File: src/frame_interval_statistics_defines.svh
// assertion macros for the frame interval statistics block
// used by the top level; expects clk and rst_n in scope
`ifndef FRAME_INTERVAL_STATISTICS_DEFINES_SVH
`define FRAME_INTERVAL_STATISTICS_DEFINES_SVH

// same-cycle implication, checked out of reset
`define FIS_ASSERT_IMP(lbl, ante, cons) \
  lbl: assert property (@(posedge clk) disable iff (!rst_n) (ante) |-> (cons)) \
    else $error("fis assertion failed");

// next-cycle implication, checked out of reset
`define FIS_ASSERT_NXT(lbl, ante, cons) \
  lbl: assert property (@(posedge clk) disable iff (!rst_n) (ante) |=> (cons)) \
    else $error("fis assertion failed");

`endif

File: src/fis_pkg.sv
// shared widths, register codes and control structs for frame interval statistics
// no dependencies; imported by every file except the defines header
`default_nettype none

package fis_pkg;

  // field and state widths
  localparam int TIME_WIDTH  = 32;
  localparam int COUNT_WIDTH = 24;
  localparam int TOTAL_WIDTH = 48;
  localparam int SCALE_WIDTH = 16;
  localparam int FRAC_BITS   = 8;
  localparam int PROD_WIDTH  = TIME_WIDTH + SCALE_WIDTH;
  localparam int SUM_WIDTH   = TIME_WIDTH + 2;
  localparam int DIV_CNT_WIDTH = $clog2(SUM_WIDTH + 1);

  // configuration port
  localparam int CFG_INDEX_WIDTH = 2;
  localparam int CFG_DATA_WIDTH  = 32;
  localparam logic [CFG_INDEX_WIDTH-1:0] CFG_TIME_SCALE    = 2'd0;
  localparam logic [CFG_INDEX_WIDTH-1:0] CFG_DISCARD_LIMIT = 2'd1;
  localparam logic [CFG_INDEX_WIDTH-1:0] CFG_WINDOW_LENGTH = 2'd2;

  // register reset values
  localparam logic [SCALE_WIDTH-1:0] TIME_SCALE_RST    = 16'd256;
  localparam logic [TIME_WIDTH-1:0]  DISCARD_LIMIT_RST = 32'd200000;
  localparam logic [TIME_WIDTH-1:0]  WINDOW_LENGTH_RST = 32'd1000000;

  // controller to datapath commands
  typedef struct packed {
    logic load;
    logic mul;
    logic eval;
    logic div_start;
    logic publish;
    logic out_load;
  } fis_cmd_t;

  // datapath to controller status
  typedef struct packed {
    logic close;
    logic div_done;
    logic out_free;
  } fis_sts_t;

endpackage

`default_nettype wire

File: src/fis_ifs.sv
// valid/ready channel interfaces: input item, result item, configuration write
// depends on fis_pkg
`default_nettype none

interface fis_in_if import fis_pkg::*; ();
  logic                  valid;
  logic                  ready;
  logic [TIME_WIDTH-1:0] frame_interval;

  modport source (output valid, output frame_interval, input ready);
  modport sink   (input valid, input frame_interval, output ready);
endinterface

interface fis_out_if import fis_pkg::*; ();
  logic                   valid;
  logic                   ready;
  logic [TIME_WIDTH-1:0]  elapsed;
  logic                   discarded;
  logic [TOTAL_WIDTH-1:0] total_time;
  logic                   window_closed;
  logic [COUNT_WIDTH-1:0] frames_in_window;
  logic [TIME_WIDTH-1:0]  average_interval;
  logic [TIME_WIDTH-1:0]  min_interval;
  logic [TIME_WIDTH-1:0]  max_interval;

  modport source (output valid, output elapsed, output discarded, output total_time,
                  output window_closed, output frames_in_window, output average_interval,
                  output min_interval, output max_interval, input ready);
  modport sink   (input valid, input elapsed, input discarded, input total_time,
                  input window_closed, input frames_in_window, input average_interval,
                  input min_interval, input max_interval, output ready);
endinterface

interface fis_cfg_if import fis_pkg::*; ();
  logic                       valid;
  logic                       ready;
  logic [CFG_INDEX_WIDTH-1:0] index;
  logic [CFG_DATA_WIDTH-1:0]  data;

  modport source (output valid, output index, output data, input ready);
  modport sink   (input valid, input index, input data, output ready);
endinterface

`default_nettype wire

File: src/frame_interval_statistics.sv
// Frame interval statistics, top level.
// Channels: in_ch takes one frame event (frame_interval, raw microsecond
// ticks); out_ch returns one result item per event; cfg_ch writes
// time_scale (index 0), discard_limit (1) and window_length (2), always ready.
// Each event is scaled by the Q8.8 time scale, checked against the discard
// limit and folded into the window statistics. A window that closes
// publishes frame count, average, minimum and maximum.
// Ordinary events pass through the multiply, evaluate and branch steps to the
// output register; an event that closes a window also waits for the 34-step
// bit-serial divider that forms the average. One event is in flight at a time,
// so a new event is accepted only once the last result is loaded.
// A result waits in an output register; the next event is accepted while it
// waits, and the block holds in its final step only if a second result is
// ready before the first is taken.
// Reset (rst_n low, synchronous) restores the register defaults and clears
// all statistics; published fields read zero until a window closes.
// depends on fis_pkg, fis_ifs, fis_ctrl, fis_datapath and the defines header
`default_nettype none
`include "frame_interval_statistics_defines.svh"

module frame_interval_statistics import fis_pkg::*; (
  input  wire logic  clk,
  input  wire logic  rst_n,
  fis_in_if.sink     in_ch,
  fis_out_if.source  out_ch,
  fis_cfg_if.sink    cfg_ch
);

  fis_cmd_t cmd;
  fis_sts_t sts;

  // configuration is always taken
  assign cfg_ch.ready = 1'b1;

  // sequencing
  fis_ctrl u_ctrl (
    .clk      (clk),
    .rst_n    (rst_n),
    .in_valid (in_ch.valid),
    .in_ready (in_ch.ready),
    .sts      (sts),
    .cmd      (cmd)
  );

  // arithmetic and state
  fis_datapath u_dp (
    .clk                  (clk),
    .rst_n                (rst_n),
    .cmd                  (cmd),
    .sts                  (sts),
    .in_frame_interval    (in_ch.frame_interval),
    .cfg_we               (cfg_ch.valid && cfg_ch.ready),
    .cfg_index            (cfg_ch.index),
    .cfg_data             (cfg_ch.data),
    .out_ready            (out_ch.ready),
    .out_valid            (out_ch.valid),
    .out_elapsed          (out_ch.elapsed),
    .out_discarded        (out_ch.discarded),
    .out_total_time       (out_ch.total_time),
    .out_window_closed    (out_ch.window_closed),
    .out_frames_in_window (out_ch.frames_in_window),
    .out_average_interval (out_ch.average_interval),
    .out_min_interval     (out_ch.min_interval),
    .out_max_interval     (out_ch.max_interval)
  );

  // a discarded event never closes a window
  `FIS_ASSERT_IMP(a_closed_not_disc, out_ch.valid && out_ch.window_closed, !out_ch.discarded)
  // one event in flight: no accept right after an accept
  `FIS_ASSERT_NXT(a_one_in_flight, in_ch.valid && in_ch.ready, !in_ch.ready)
  // a result is loaded only when the output register can take it
  `FIS_ASSERT_IMP(a_out_load_free, cmd.out_load, sts.out_free)
  // no new event is taken and no result is loaded right after the divider starts
  `FIS_ASSERT_NXT(a_div_busy, cmd.div_start, !in_ch.ready && !cmd.out_load)

endmodule

`default_nettype wire

File: src/fis_div.sv
// radix-2 restoring divider, one quotient bit per cycle
// depends on fis_pkg
`default_nettype none

module fis_div import fis_pkg::*; (
  input  wire logic                   clk,
  input  wire logic                   rst_n,
  input  wire logic                   start,
  input  wire logic [SUM_WIDTH-1:0]   dividend,
  input  wire logic [COUNT_WIDTH-1:0] divisor,
  output logic                        done,
  output logic [SUM_WIDTH-1:0]        quotient
);

  logic                     busy_r;
  logic                     done_r;
  logic [DIV_CNT_WIDTH-1:0] cnt_r;
  logic [SUM_WIDTH-1:0]     quo_r;
  logic [COUNT_WIDTH-1:0]   rem_r;
  logic [COUNT_WIDTH-1:0]   den_r;

  logic [COUNT_WIDTH:0]     rem_sh;
  logic [COUNT_WIDTH:0]     rem_diff;
  logic                     q_bit;
  logic [COUNT_WIDTH-1:0]   rem_nxt;

  // shift in next dividend bit, trial subtract
  always_comb begin
    rem_sh   = {rem_r, quo_r[SUM_WIDTH-1]};
    rem_diff = rem_sh - {1'b0, den_r};
    q_bit    = (rem_sh >= {1'b0, den_r});
    rem_nxt  = q_bit ? rem_diff[COUNT_WIDTH-1:0] : rem_sh[COUNT_WIDTH-1:0];
  end

  // iteration control
  always_ff @(posedge clk) begin
    if (!rst_n) begin
      busy_r <= 1'b0;
      done_r <= 1'b0;
      cnt_r  <= '0;
    end else begin
      done_r <= 1'b0;
      if (start) begin
        busy_r <= 1'b1;
        cnt_r  <= DIV_CNT_WIDTH'(SUM_WIDTH);
      end else if (busy_r) begin
        cnt_r <= cnt_r - 1'b1;
        if (cnt_r == DIV_CNT_WIDTH'(1)) begin
          busy_r <= 1'b0;
          done_r <= 1'b1;
        end
      end
    end
  end

  // operand and partial result registers
  always_ff @(posedge clk) begin
    if (start) begin
      quo_r <= dividend;
      rem_r <= '0;
      den_r <= divisor;
    end else if (busy_r) begin
      quo_r <= {quo_r[SUM_WIDTH-2:0], q_bit};
      rem_r <= rem_nxt;
    end
  end

  assign done     = done_r;
  assign quotient = quo_r;

endmodule

`default_nettype wire

File: src/fis_ctrl.sv
// sequencing state machine: accept, multiply, evaluate, divide, publish, emit
// depends on fis_pkg
`default_nettype none

module fis_ctrl import fis_pkg::*; (
  input  wire logic     clk,
  input  wire logic     rst_n,
  input  wire logic     in_valid,
  output logic          in_ready,
  input  wire fis_sts_t sts,
  output fis_cmd_t      cmd
);

  localparam logic [2:0] ST_IDLE   = 3'd0;
  localparam logic [2:0] ST_MUL    = 3'd1;
  localparam logic [2:0] ST_EVAL   = 3'd2;
  localparam logic [2:0] ST_BRANCH = 3'd3;
  localparam logic [2:0] ST_DIV    = 3'd4;
  localparam logic [2:0] ST_PUB    = 3'd5;
  localparam logic [2:0] ST_FIN    = 3'd6;

  logic [2:0] state_r;
  logic [2:0] state_nxt;

  // next state and commands
  always_comb begin
    state_nxt = state_r;
    cmd       = '0;
    in_ready  = 1'b0;
    case (state_r)
      ST_IDLE: begin
        in_ready = 1'b1;
        if (in_valid) begin
          cmd.load  = 1'b1;
          state_nxt = ST_MUL;
        end
      end
      ST_MUL: begin
        cmd.mul   = 1'b1;
        state_nxt = ST_EVAL;
      end
      ST_EVAL: begin
        cmd.eval  = 1'b1;
        state_nxt = ST_BRANCH;
      end
      ST_BRANCH: begin
        if (sts.close) begin
          cmd.div_start = 1'b1;
          state_nxt     = ST_DIV;
        end else begin
          state_nxt = ST_FIN;
        end
      end
      ST_DIV: begin
        if (sts.div_done) state_nxt = ST_PUB;
      end
      ST_PUB: begin
        cmd.publish = 1'b1;
        state_nxt   = ST_FIN;
      end
      ST_FIN: begin
        if (sts.out_free) begin
          cmd.out_load = 1'b1;
          state_nxt    = ST_IDLE;
        end
      end
      default: state_nxt = ST_IDLE;
    endcase
  end

  always_ff @(posedge clk) begin
    if (!rst_n) state_r <= ST_IDLE;
    else        state_r <= state_nxt;
  end

endmodule

`default_nettype wire

File: src/fis_datapath.sv
// config registers, scaling multiplier, window statistics, divider, output register
// depends on fis_pkg and fis_div
`default_nettype none

module fis_datapath import fis_pkg::*; (
  input  wire logic                       clk,
  input  wire logic                       rst_n,
  input  wire fis_cmd_t                   cmd,
  output fis_sts_t                        sts,
  input  wire logic [TIME_WIDTH-1:0]      in_frame_interval,
  input  wire logic                       cfg_we,
  input  wire logic [CFG_INDEX_WIDTH-1:0] cfg_index,
  input  wire logic [CFG_DATA_WIDTH-1:0]  cfg_data,
  input  wire logic                       out_ready,
  output logic                            out_valid,
  output logic [TIME_WIDTH-1:0]           out_elapsed,
  output logic                            out_discarded,
  output logic [TOTAL_WIDTH-1:0]          out_total_time,
  output logic                            out_window_closed,
  output logic [COUNT_WIDTH-1:0]          out_frames_in_window,
  output logic [TIME_WIDTH-1:0]           out_average_interval,
  output logic [TIME_WIDTH-1:0]           out_min_interval,
  output logic [TIME_WIDTH-1:0]           out_max_interval
);

  // configuration
  logic [SCALE_WIDTH-1:0] scale_r;
  logic [TIME_WIDTH-1:0]  discard_r;
  logic [TIME_WIDTH-1:0]  wlen_r;

  // item pipeline
  logic [TIME_WIDTH-1:0]  interval_r;
  logic [PROD_WIDTH-1:0]  prod_r;
  logic                   disc_r;
  logic                   close_r;

  // statistics state
  logic [TIME_WIDTH-1:0]  last_r;
  logic [TOTAL_WIDTH-1:0] total_r;
  logic [SUM_WIDTH-1:0]   sum_r;
  logic [COUNT_WIDTH-1:0] frames_r;
  logic [TIME_WIDTH-1:0]  min_r;
  logic [TIME_WIDTH-1:0]  max_r;
  logic [COUNT_WIDTH-1:0] shown_frames_r;
  logic [TIME_WIDTH-1:0]  shown_avg_r;
  logic [TIME_WIDTH-1:0]  shown_min_r;
  logic [TIME_WIDTH-1:0]  shown_max_r;

  // output register
  logic                   out_valid_r;
  logic [TIME_WIDTH-1:0]  o_elapsed_r;
  logic                   o_disc_r;
  logic [TOTAL_WIDTH-1:0] o_total_r;
  logic                   o_closed_r;
  logic [COUNT_WIDTH-1:0] o_frames_r;
  logic [TIME_WIDTH-1:0]  o_avg_r;
  logic [TIME_WIDTH-1:0]  o_min_r;
  logic [TIME_WIDTH-1:0]  o_max_r;

  // combinational evaluation
  logic [PROD_WIDTH-FRAC_BITS-1:0] scaled_raw;
  logic [TIME_WIDTH-1:0]           scaled;
  logic                            disc;
  logic [SUM_WIDTH-1:0]            sum_nxt;
  logic [COUNT_WIDTH-1:0]          frames_nxt;
  logic                            div_done;
  logic [SUM_WIDTH-1:0]            quotient;
  logic [TIME_WIDTH-1:0]           avg_sat;

  // drop fraction, saturate, compare against the discard limit
  always_comb begin
    scaled_raw = prod_r[PROD_WIDTH-1:FRAC_BITS];
    scaled     = (|scaled_raw[PROD_WIDTH-FRAC_BITS-1:TIME_WIDTH]) ? '1
                                                                   : scaled_raw[TIME_WIDTH-1:0];
    disc       = (scaled >= discard_r);
    sum_nxt    = sum_r + {{(SUM_WIDTH-TIME_WIDTH){1'b0}}, scaled};
    frames_nxt = (&frames_r) ? frames_r : frames_r + 1'b1;
    avg_sat    = (|quotient[SUM_WIDTH-1:TIME_WIDTH]) ? '1 : quotient[TIME_WIDTH-1:0];
  end

  // configuration writes, unknown index ignored
  always_ff @(posedge clk) begin
    if (!rst_n) begin
      scale_r   <= TIME_SCALE_RST;
      discard_r <= DISCARD_LIMIT_RST;
      wlen_r    <= WINDOW_LENGTH_RST;
    end else if (cfg_we) begin
      case (cfg_index)
        CFG_TIME_SCALE:    scale_r   <= cfg_data[SCALE_WIDTH-1:0];
        CFG_DISCARD_LIMIT: discard_r <= cfg_data[TIME_WIDTH-1:0];
        CFG_WINDOW_LENGTH: wlen_r    <= cfg_data[TIME_WIDTH-1:0];
        default: ;
      endcase
    end
  end

  // capture item and scale it
  always_ff @(posedge clk) begin
    if (cmd.load) interval_r <= in_frame_interval;
    if (cmd.mul)  prod_r     <= PROD_WIDTH'(interval_r) * PROD_WIDTH'(scale_r);
  end

  // window and running statistics
  always_ff @(posedge clk) begin
    if (!rst_n) begin
      last_r         <= '0;
      total_r        <= '0;
      sum_r          <= '0;
      frames_r       <= '0;
      min_r          <= '1;
      max_r          <= '0;
      shown_frames_r <= '0;
      shown_avg_r    <= '0;
      shown_min_r    <= '0;
      shown_max_r    <= '0;
      disc_r         <= 1'b0;
      close_r        <= 1'b0;
    end else if (cmd.eval) begin
      frames_r <= frames_nxt;
      disc_r   <= disc;
      close_r  <= !disc && (sum_nxt > {{(SUM_WIDTH-TIME_WIDTH){1'b0}}, wlen_r});
      if (!disc) begin
        last_r  <= scaled;
        total_r <= total_r + {{(TOTAL_WIDTH-TIME_WIDTH){1'b0}}, scaled};
        sum_r   <= sum_nxt;
        if (scaled < min_r) min_r <= scaled;
        if (scaled > max_r) max_r <= scaled;
      end
    end else if (cmd.publish) begin
      shown_frames_r <= frames_r;
      shown_avg_r    <= avg_sat;
      shown_min_r    <= min_r;
      shown_max_r    <= max_r;
      sum_r          <= '0;
      frames_r       <= '0;
      min_r          <= '1;
      max_r          <= '0;
    end
  end

  // window average
  fis_div u_div (
    .clk      (clk),
    .rst_n    (rst_n),
    .start    (cmd.div_start),
    .dividend (sum_r),
    .divisor  (frames_r),
    .done     (div_done),
    .quotient (quotient)
  );

  // result register, holds until taken
  always_ff @(posedge clk) begin
    if (!rst_n) begin
      out_valid_r <= 1'b0;
    end else if (cmd.out_load) begin
      out_valid_r <= 1'b1;
    end else if (out_ready) begin
      out_valid_r <= 1'b0;
    end
  end

  always_ff @(posedge clk) begin
    if (cmd.out_load) begin
      o_elapsed_r <= last_r;
      o_disc_r    <= disc_r;
      o_total_r   <= total_r;
      o_closed_r  <= close_r;
      o_frames_r  <= shown_frames_r;
      o_avg_r     <= shown_avg_r;
      o_min_r     <= shown_min_r;
      o_max_r     <= shown_max_r;
    end
  end

  assign sts.close    = close_r;
  assign sts.div_done = div_done;
  assign sts.out_free = !out_valid_r || out_ready;

  assign out_valid            = out_valid_r;
  assign out_elapsed          = o_elapsed_r;
  assign out_discarded        = o_disc_r;
  assign out_total_time       = o_total_r;
  assign out_window_closed    = o_closed_r;
  assign out_frames_in_window = o_frames_r;
  assign out_average_interval = o_avg_r;
  assign out_min_interval     = o_min_r;
  assign out_max_interval     = o_max_r;

endmodule

`default_nettype wire
File: src/flat_wrapper.sv
// flat-port wrapper written by rule: the top's interface ports become plain ports
module frame_interval_statistics_flat import fis_pkg::*;
  (clk, rst_n, in_ch_valid, in_ch_frame_interval, in_ch_ready, out_ch_valid, out_ch_elapsed, out_ch_discarded, out_ch_total_time, out_ch_window_closed, out_ch_frames_in_window, out_ch_average_interval, out_ch_min_interval, out_ch_max_interval, out_ch_ready, cfg_ch_valid, cfg_ch_index, cfg_ch_data, cfg_ch_ready);
  fis_in_if in_ch_i ();
  fis_out_if out_ch_i ();
  fis_cfg_if cfg_ch_i ();
  input  wire logic clk;
  input  wire logic rst_n;
  input wire logic [$bits(in_ch_i.valid)-1:0] in_ch_valid;
  input wire logic [$bits(in_ch_i.frame_interval)-1:0] in_ch_frame_interval;
  output wire logic [$bits(in_ch_i.ready)-1:0] in_ch_ready;
  output wire logic [$bits(out_ch_i.valid)-1:0] out_ch_valid;
  output wire logic [$bits(out_ch_i.elapsed)-1:0] out_ch_elapsed;
  output wire logic [$bits(out_ch_i.discarded)-1:0] out_ch_discarded;
  output wire logic [$bits(out_ch_i.total_time)-1:0] out_ch_total_time;
  output wire logic [$bits(out_ch_i.window_closed)-1:0] out_ch_window_closed;
  output wire logic [$bits(out_ch_i.frames_in_window)-1:0] out_ch_frames_in_window;
  output wire logic [$bits(out_ch_i.average_interval)-1:0] out_ch_average_interval;
  output wire logic [$bits(out_ch_i.min_interval)-1:0] out_ch_min_interval;
  output wire logic [$bits(out_ch_i.max_interval)-1:0] out_ch_max_interval;
  input wire logic [$bits(out_ch_i.ready)-1:0] out_ch_ready;
  input wire logic [$bits(cfg_ch_i.valid)-1:0] cfg_ch_valid;
  input wire logic [$bits(cfg_ch_i.index)-1:0] cfg_ch_index;
  input wire logic [$bits(cfg_ch_i.data)-1:0] cfg_ch_data;
  output wire logic [$bits(cfg_ch_i.ready)-1:0] cfg_ch_ready;
  assign in_ch_i.valid = in_ch_valid;
  assign in_ch_i.frame_interval = in_ch_frame_interval;
  assign in_ch_ready = in_ch_i.ready;
  assign out_ch_valid = out_ch_i.valid;
  assign out_ch_elapsed = out_ch_i.elapsed;
  assign out_ch_discarded = out_ch_i.discarded;
  assign out_ch_total_time = out_ch_i.total_time;
  assign out_ch_window_closed = out_ch_i.window_closed;
  assign out_ch_frames_in_window = out_ch_i.frames_in_window;
  assign out_ch_average_interval = out_ch_i.average_interval;
  assign out_ch_min_interval = out_ch_i.min_interval;
  assign out_ch_max_interval = out_ch_i.max_interval;
  assign out_ch_i.ready = out_ch_ready;
  assign cfg_ch_i.valid = cfg_ch_valid;
  assign cfg_ch_i.index = cfg_ch_index;
  assign cfg_ch_i.data = cfg_ch_data;
  assign cfg_ch_ready = cfg_ch_i.ready;
  frame_interval_statistics u_core (.clk(clk), .rst_n(rst_n), .in_ch(in_ch_i), .out_ch(out_ch_i), .cfg_ch(cfg_ch_i));
endmodule
File: config.mk
export PLATFORM = sky130hd
export DESIGN_NAME = frame_interval_statistics_flat
export DESIGN_NICKNAME = d
export VERILOG_FILES = /design/src/fis_pkg.sv /design/src/fis_ifs.sv /design/src/frame_interval_statistics.sv /design/src/fis_div.sv /design/src/fis_ctrl.sv /design/src/fis_datapath.sv /design/src/flat_wrapper.sv
export VERILOG_INCLUDE_DIRS = /design/src /design/src/src
export SDC_FILE = /design/constraint.sdc
export NUM_CORES = 2
export LEC_CHECK = 0
export ABC_AREA = 1
export BUFFER_PORTS_ARGS = -buffer_cell sky130_fd_sc_hd__buf_2
export CELL_PAD_IN_SITES_DETAIL_PLACEMENT = 0
export CELL_PAD_IN_SITES_GLOBAL_PLACEMENT = 1
export CORE_AREA = 3 3 302 601
export CTS_CLUSTER_DIAMETER = 100
export DETAILED_ROUTE_END_ITERATION = 8
export DIE_AREA = 0 0 305 604
export PLACE_DENSITY = 0.55
export SLEW_MARGIN = 20
export SYNTH_ARGS = -nofsm -noshare
export SYNTH_HDL_FRONTEND = slang
export SYNTH_HIERARCHICAL = 1
export SYNTH_SLANG_ARGS = --single-unit
export TNS_END_PERCENT = 10
File: constraint.sdc
create_clock -name clk -period 17.7 [get_ports clk]
set_clock_uncertainty 0.2 [all_clocks]
set_input_delay 1.77 -clock clk [delete_from_list [all_inputs] [get_ports clk]]
set_output_delay 1.77 -clock clk [all_outputs]
set_load 0.01 [all_outputs]
[Word level (Yosys, flattened, before mapping)]
Index checks and enable logic that the tools add are counted.
Storage, ports and cells
  RAM bits: 0
  bits in registers: 780
  latch bits: 0
  input port bits: 71
  ROM bits: 0
  memories kept: 0
Operators by class
  bitwise gates (word level): 4
  shifts and indexed selects: 0
  reductions and logical operators: 24
  $lt $le $gt $ge: 5
  divide/modulo/power cells: 0
  mux-type cells: 42
  multipliers: 1
  equality and inequality tests: 16
  $add $sub $neg: 5
Operator list (number)
  32-bit 2-to-1 mux: 10
  34-bit 2-to-1 mux: 5
  24-bit 2-to-1 mux: 4
  48-bit by 32-bit adder with 48-bit output: 1
  32-bit by 16-bit multiplier with 48-bit output: 1
  34-bit by 32-bit adder with 34-bit output: 1
  34-bit by 32-bit > comparator with 1-bit output: 1
  32-bit >= comparator: 1
  32-bit > comparator: 1
  32-bit < comparator: 1
  25-bit by 24-bit >= comparator with 1-bit output: 1
  24-bit by 1-bit adder with 24-bit output (second input constant): 1
  24-bit AND reduction: 1
  24-bit subtractor: 1
  3-bit one-hot mux with 7 select lines: 1
  1-bit 2-to-1 mux: 16
  2-bit AND reduction: 7
  6-bit 2-to-1 mux: 2
  2-bit inequality test (second input constant): 6
  3-bit == test (second input constant): 3
  3-bit 2-to-1 mux: 3
  3-bit AND reduction: 3
  8-bit OR reduction: 1
  3-bit by 2-bit == test with 1-bit output (second input constant): 2
  16 further kinds: 23

[Logic depth before layout (Yosys ltp)]
  depth in word-level cells: 6
  mapped depth: 35
  mapped depth without buffers: 35

[Cells and area by module]
Netlist, hierarchy kept.
Modules (own cells, without submodules)
  fis_datapath: times used 1, cells an instance 5660, area an instance 47202.8 µm²
  fis_div: times used 1, cells an instance 770, area an instance 5594.1 µm²
  fis_ctrl: times used 1, cells an instance 35, area an instance 205.2 µm²
  frame_interval_statistics: times used 1, cells an instance 2, area an instance 11.3 µm²

[Worst setup path after synthesis]
No wires, ideal clock.
  path kind: input to register
  from: input port out_ch_ready
  to: register u_core.u_dp.o_avg_r[0] (netlist: u_core/u_dp/out_average_interval[0]) (enable)
  buffers on the path: 0
  stages: 3
  data arrival time: 16.464 ns
  data required time: 16.446 ns
  slack: -0.019 ns
  setup time: 1.054 ns
  cell sequence: inv_1 > nand2_1 > nor3b_1
RTL lines
  from (decl): line flat_wrapper.sv:21  | input wire logic [$bits(out_ch_i.ready)-1:0] out_ch_ready;
  to (signal assigned): line fis_datapath.sv:170  | o_avg_r <= shown_avg_r;
  to (decl): line fis_datapath.sv:56  | logic [TIME_WIDTH-1:0] o_avg_r;

[Worst setup path after layout]
  from: register u_core.u_dp.scale_r[9]
  to: register u_core.u_dp.prod_r[44] (data pin)
Between the ends
  cells in the longest elaborated chain, start to end: 1
Ends and longest elaborated chain
  from (decl): line fis_datapath.sv:27  | logic [SCALE_WIDTH-1:0] scale_r;
  from (signal assigned): line fis_datapath.sv:89  | CFG_TIME_SCALE: scale_r <= cfg_data[SCALE_WIDTH-1:0];
  32-bit by 16-bit multiplier with 48-bit output: line fis_datapath.sv:100  | if (cmd.mul) prod_r <= PROD_WIDTH'(interval_r) * PROD_WIDTH'(scale_r);
  to (signal assigned): line fis_datapath.sv:100
  to (decl): line fis_datapath.sv:33  | logic [PROD_WIDTH-1:0] prod_r;
Every way passes these cells.
A chain may end at the register's enable or synchronous reset.

==> results by group <==
Run status
  • Outcome: completed

Power and ir drop
  • Proportion of total power due to net switching: 0.3776
  • Clock share of power: 0.308
  • Part of the power in combinational logic: 0.342
  • Total design power: 5.925 mW
  • Switch Pwr: 2.237 mW
  • Pwr Density: 99.76 nW/um^2
  • Internal power consumption: 3.688 mW
  • Maximum vdd drop: 0.07954 mV
  • Sequential fraction of design power: 0.350
  • Leakage power figure: 28.57 nW

Logic synthesis
  • Warning count from the yosys run: 6
  • Largest cells by area after synthesis: edfxtp_1 (19%), dfxtp_1 (17%), fa_1 (16%)
  • Post-synth top area share: 0.1881
  • Commonest cells post-synth: nand2_1 (1,448), inv_1 (1,194), a21oi_1 (540)
  • Most frequent cell after synthesis: nand2_1
  • Count of flip-flops with a built-in enable after synthesis: 332
  • Cell taking the most area after synthesis: edfxtp_1
  • Async set-reset flop share out of synthesis: 0
  • Syn Std Cell Area: 53,010 um^2
  • Synth Area per Inst: 8.198 um^2
  • Sequential cell area fraction in the yosys report: 0.3542
  • Seq cells post-synth: 772
  • Post-synth top flop: dfxtp_1
  • Net Count, Synth: 7,293
  • Post-Synthesis Cells: 6,467
  • Number of unique standard cell types used by synthesis: 54

CTS
  • # clock sinks: 772
  • Root Buffer Master: clkbuf_16
  • Clock tree from TritonCTS: built
  • Clock latency of the later-clocked register in the worst-skew pair: 0.68 ns
  • Clock Path Buffers: 3
  • Clock transition at the registers of the reported paths: 0.07 ns
  • Number of buffers inserted to repair setup after CTS: 0
  • Resized cells post-CTS: 0
  • CTS H-tree lvls: 3
  • # hold bufs at CTS: 0
  • Num CTS Buffers: 81

Placement
  • DP Wirelength: 157,700 um
  • Count of port buffers added during placement: 274
  • Pre-CTS setup slack: 10.63 ns
  • Placer's final routability congestion estimate: 0.8935

Detailed routing
  • Detail-routed net length per standard cell: 22.28 um
  • Total length of routed wires: 199,900 um
  • Post-DR vias/cell: 4.770
  • Final antenna-violating net count: 0
  • Count of vias placed by the detailed router: 42.79k
  • Initial detailed-routing violation count: 2,456
  • DRC viols: 0
  • Number of search-and-repair iterations in the first detailed-routing pass: 6

Setup path
  • Type of element capturing the critical path: flop
  • Worst EP required: 17.92 ns
  • Type of origin of the critical path: flop
  • Critical path class: flop to flop
  • Crit Path Max Fanout: 33
  • WP data arrival: 7.30 ns

STA
  • Final setup viols: 0
  • Endpoints failing hold: 0
  • Setup repair after global routing missed its margin: false
  • Final worst path period share: 0.4002
  • Minimum clock period: 7.083 ns
  • Fmax achieved: 0.1412 GHz
  • Slew of the pin with the lowest slew margin: 1.087 ns
  • Setup TNS: 0 ns
  • Max_slew headroom: 0.2751
  • Pins Over Slew Limit: 0
  • Setup slack after layout: 10.62 ns
  • Worst hold slack: 0.2123 ns

Global route
  • Pin count of the biggest net entering global routing: 139
  • Global-route usage over all layers: 0.2154
  • Total congestion overflow: 0
  • Initial antenna violation count: 7
  • First-pass GRT wire length: 293,900 um
  • Via count of the first global-routing pass: 44.97k

Finish
  • Share of cells above drive strength 1: 0.08147
  • Number of nets in the final layout: 7,411
  • Filler instances: 18.73k
  • Util after Layout: 0.3355
  • Layout overhead on the synthesized area: 12.03%

Floorplan
  • Number of ports placed on the die boundary: 276
  • Horiz. Die Dim: 305 um
  • Die Height: 604 um
  • Die area: 184,200 um^2
  • Std cell rows: 218
  • Effective utilization at floorplan: 0.2995
  • Area of the placeable core: 177,000 um^2

Flow run
  • Max-capacitance violation count: 0

Hold path
  • Kind of path behind the tightest hold check: flop to flop
## cells in the final DEF (no fill, tap or decap), types with 33 or more instances in the layout
cell and instances:
clkbuf_16 82, fa_1 420, inv_1 1192, nand3_1 281, edfxtp_1 332, nor3_1 33
dfxtp_1 427, xnor2_1 50, o21ai_0 326, a21oi_1 540, buf_2 273, ha_1 335
nor2_1 398, nand2_1 1447, buf_4 52, o21ai_1 34, xor2_1 62, nand4_1 64
## routing by layer
| metal | GRT usage | up-vias | part of all wire |
|---|---|---|---|
| met5 | 0 | - | 0 |
| met1 | 0.2207 | 20920 | 0.36 |
| met2 | 0.4325 | 932 | 0.56 |
| met4 | 0.09975 | 0 | 0.052 |
| li1 | - | 20640 | - |
| met3 | 0.02007 | 300 | 0.029 |
## path summary, 6_finish.rpt
path / start / endpoint / slack, ns / depth (start not counted)
worst max-delay path: u_core/u_dp/scale_r[9] / u_core/u_dp/prod_r[44] / 10.62 / 23
worst min-delay path: u_core/u_dp/last_r[13] / u_core/u_dp/out_elapsed[13] / 0.21 / 0
worst max register to register: u_core/u_dp/scale_r[9] / u_core/u_dp/prod_r[44] / 10.62 / 23
worst min register to register: u_core/u_dp/last_r[13] / u_core/u_dp/out_elapsed[13] / 0.21 / 0
## stage by stage
| stage | cells | area (um^2) |
|---|---|---|
| after floorplan | 6467 | 53020 |
| after global placement | 8812 | 56600 |
| after detailed placement | 8812 | 56610 |
| after CTS | 8963 | 59370 |
| after global routing | 8964 | 59370 |
| final | 8971 | 59390 |
## state kept, by name (all words and copies together), names as in the netlist, 34 cells and up
register / count
u_core/u_dp/out_total_time: 48
u_core/u_dp/prod_r: 40
u_core/u_dp/sum_r: 34
u_core/u_dp/total_r: 48
u_core/u_dp/u_div/quotient: 34
## cell type report
type,count,area (um^2),area share
antenna,8,20.02,0.0003371
clock buffer,99,2146,0.03613
clock inverter,52,613.1,0.01032
inverter,1209,4544,0.07652
multi-input combinational,4194,28590,0.4814
sequential,772,18790,0.3165
tap,2310,2890,0.04867
timing repair buffer,327,1792,0.03017
## kinds of logic after synthesis
kind of cell / share of synthesized area
xor gates and xnor gates: 0.01881
buffers and inverters: 0.1080
adders and majority gates: 0.2377
DFF: 0.3542
and+or+nand+nor: 0.1801
AOI/OAI and AO/OA: 0.1011
other: 0.00007074
## power groups by stage
stage          registers [mW]  clock network (mW)  logic, mW
2_1_floorplan            2.04                   0       1.42
3_3_place_gp             2.11                   0       2.05
3_5_place_dp             2.12                   0       2.05
4_1_cts                  2.08                1.90       2.06
5_1_grt                  2.08                1.96       2.30
6_report                 2.08                1.82       2.02
## worst max-delay path: stages, from the launching register on
cell and delay [ns]:
dfxtp_2 0.96, nand2_1 0.18, fa_1 0.58, inv_1 0.05, fa_1 0.58, fa_1 0.46
fa_1 0.52, fa_1 0.54, inv_1 0.05, fa_1 0.52, inv_1 0.05, ha_1 0.38
a21oi_1 0.16, inv_1 0.08, a31oi_1 0.35, o21ai_0 0.15, a21oi_1 0.14, nand2_1 0.16
nand2_1 0.10, o211ai_1 0.22, nand2_1 0.16, nand2_1 0.07, nand2_1 0.06, nand2_1 0.04
Power figures use the tool's default switching activity.
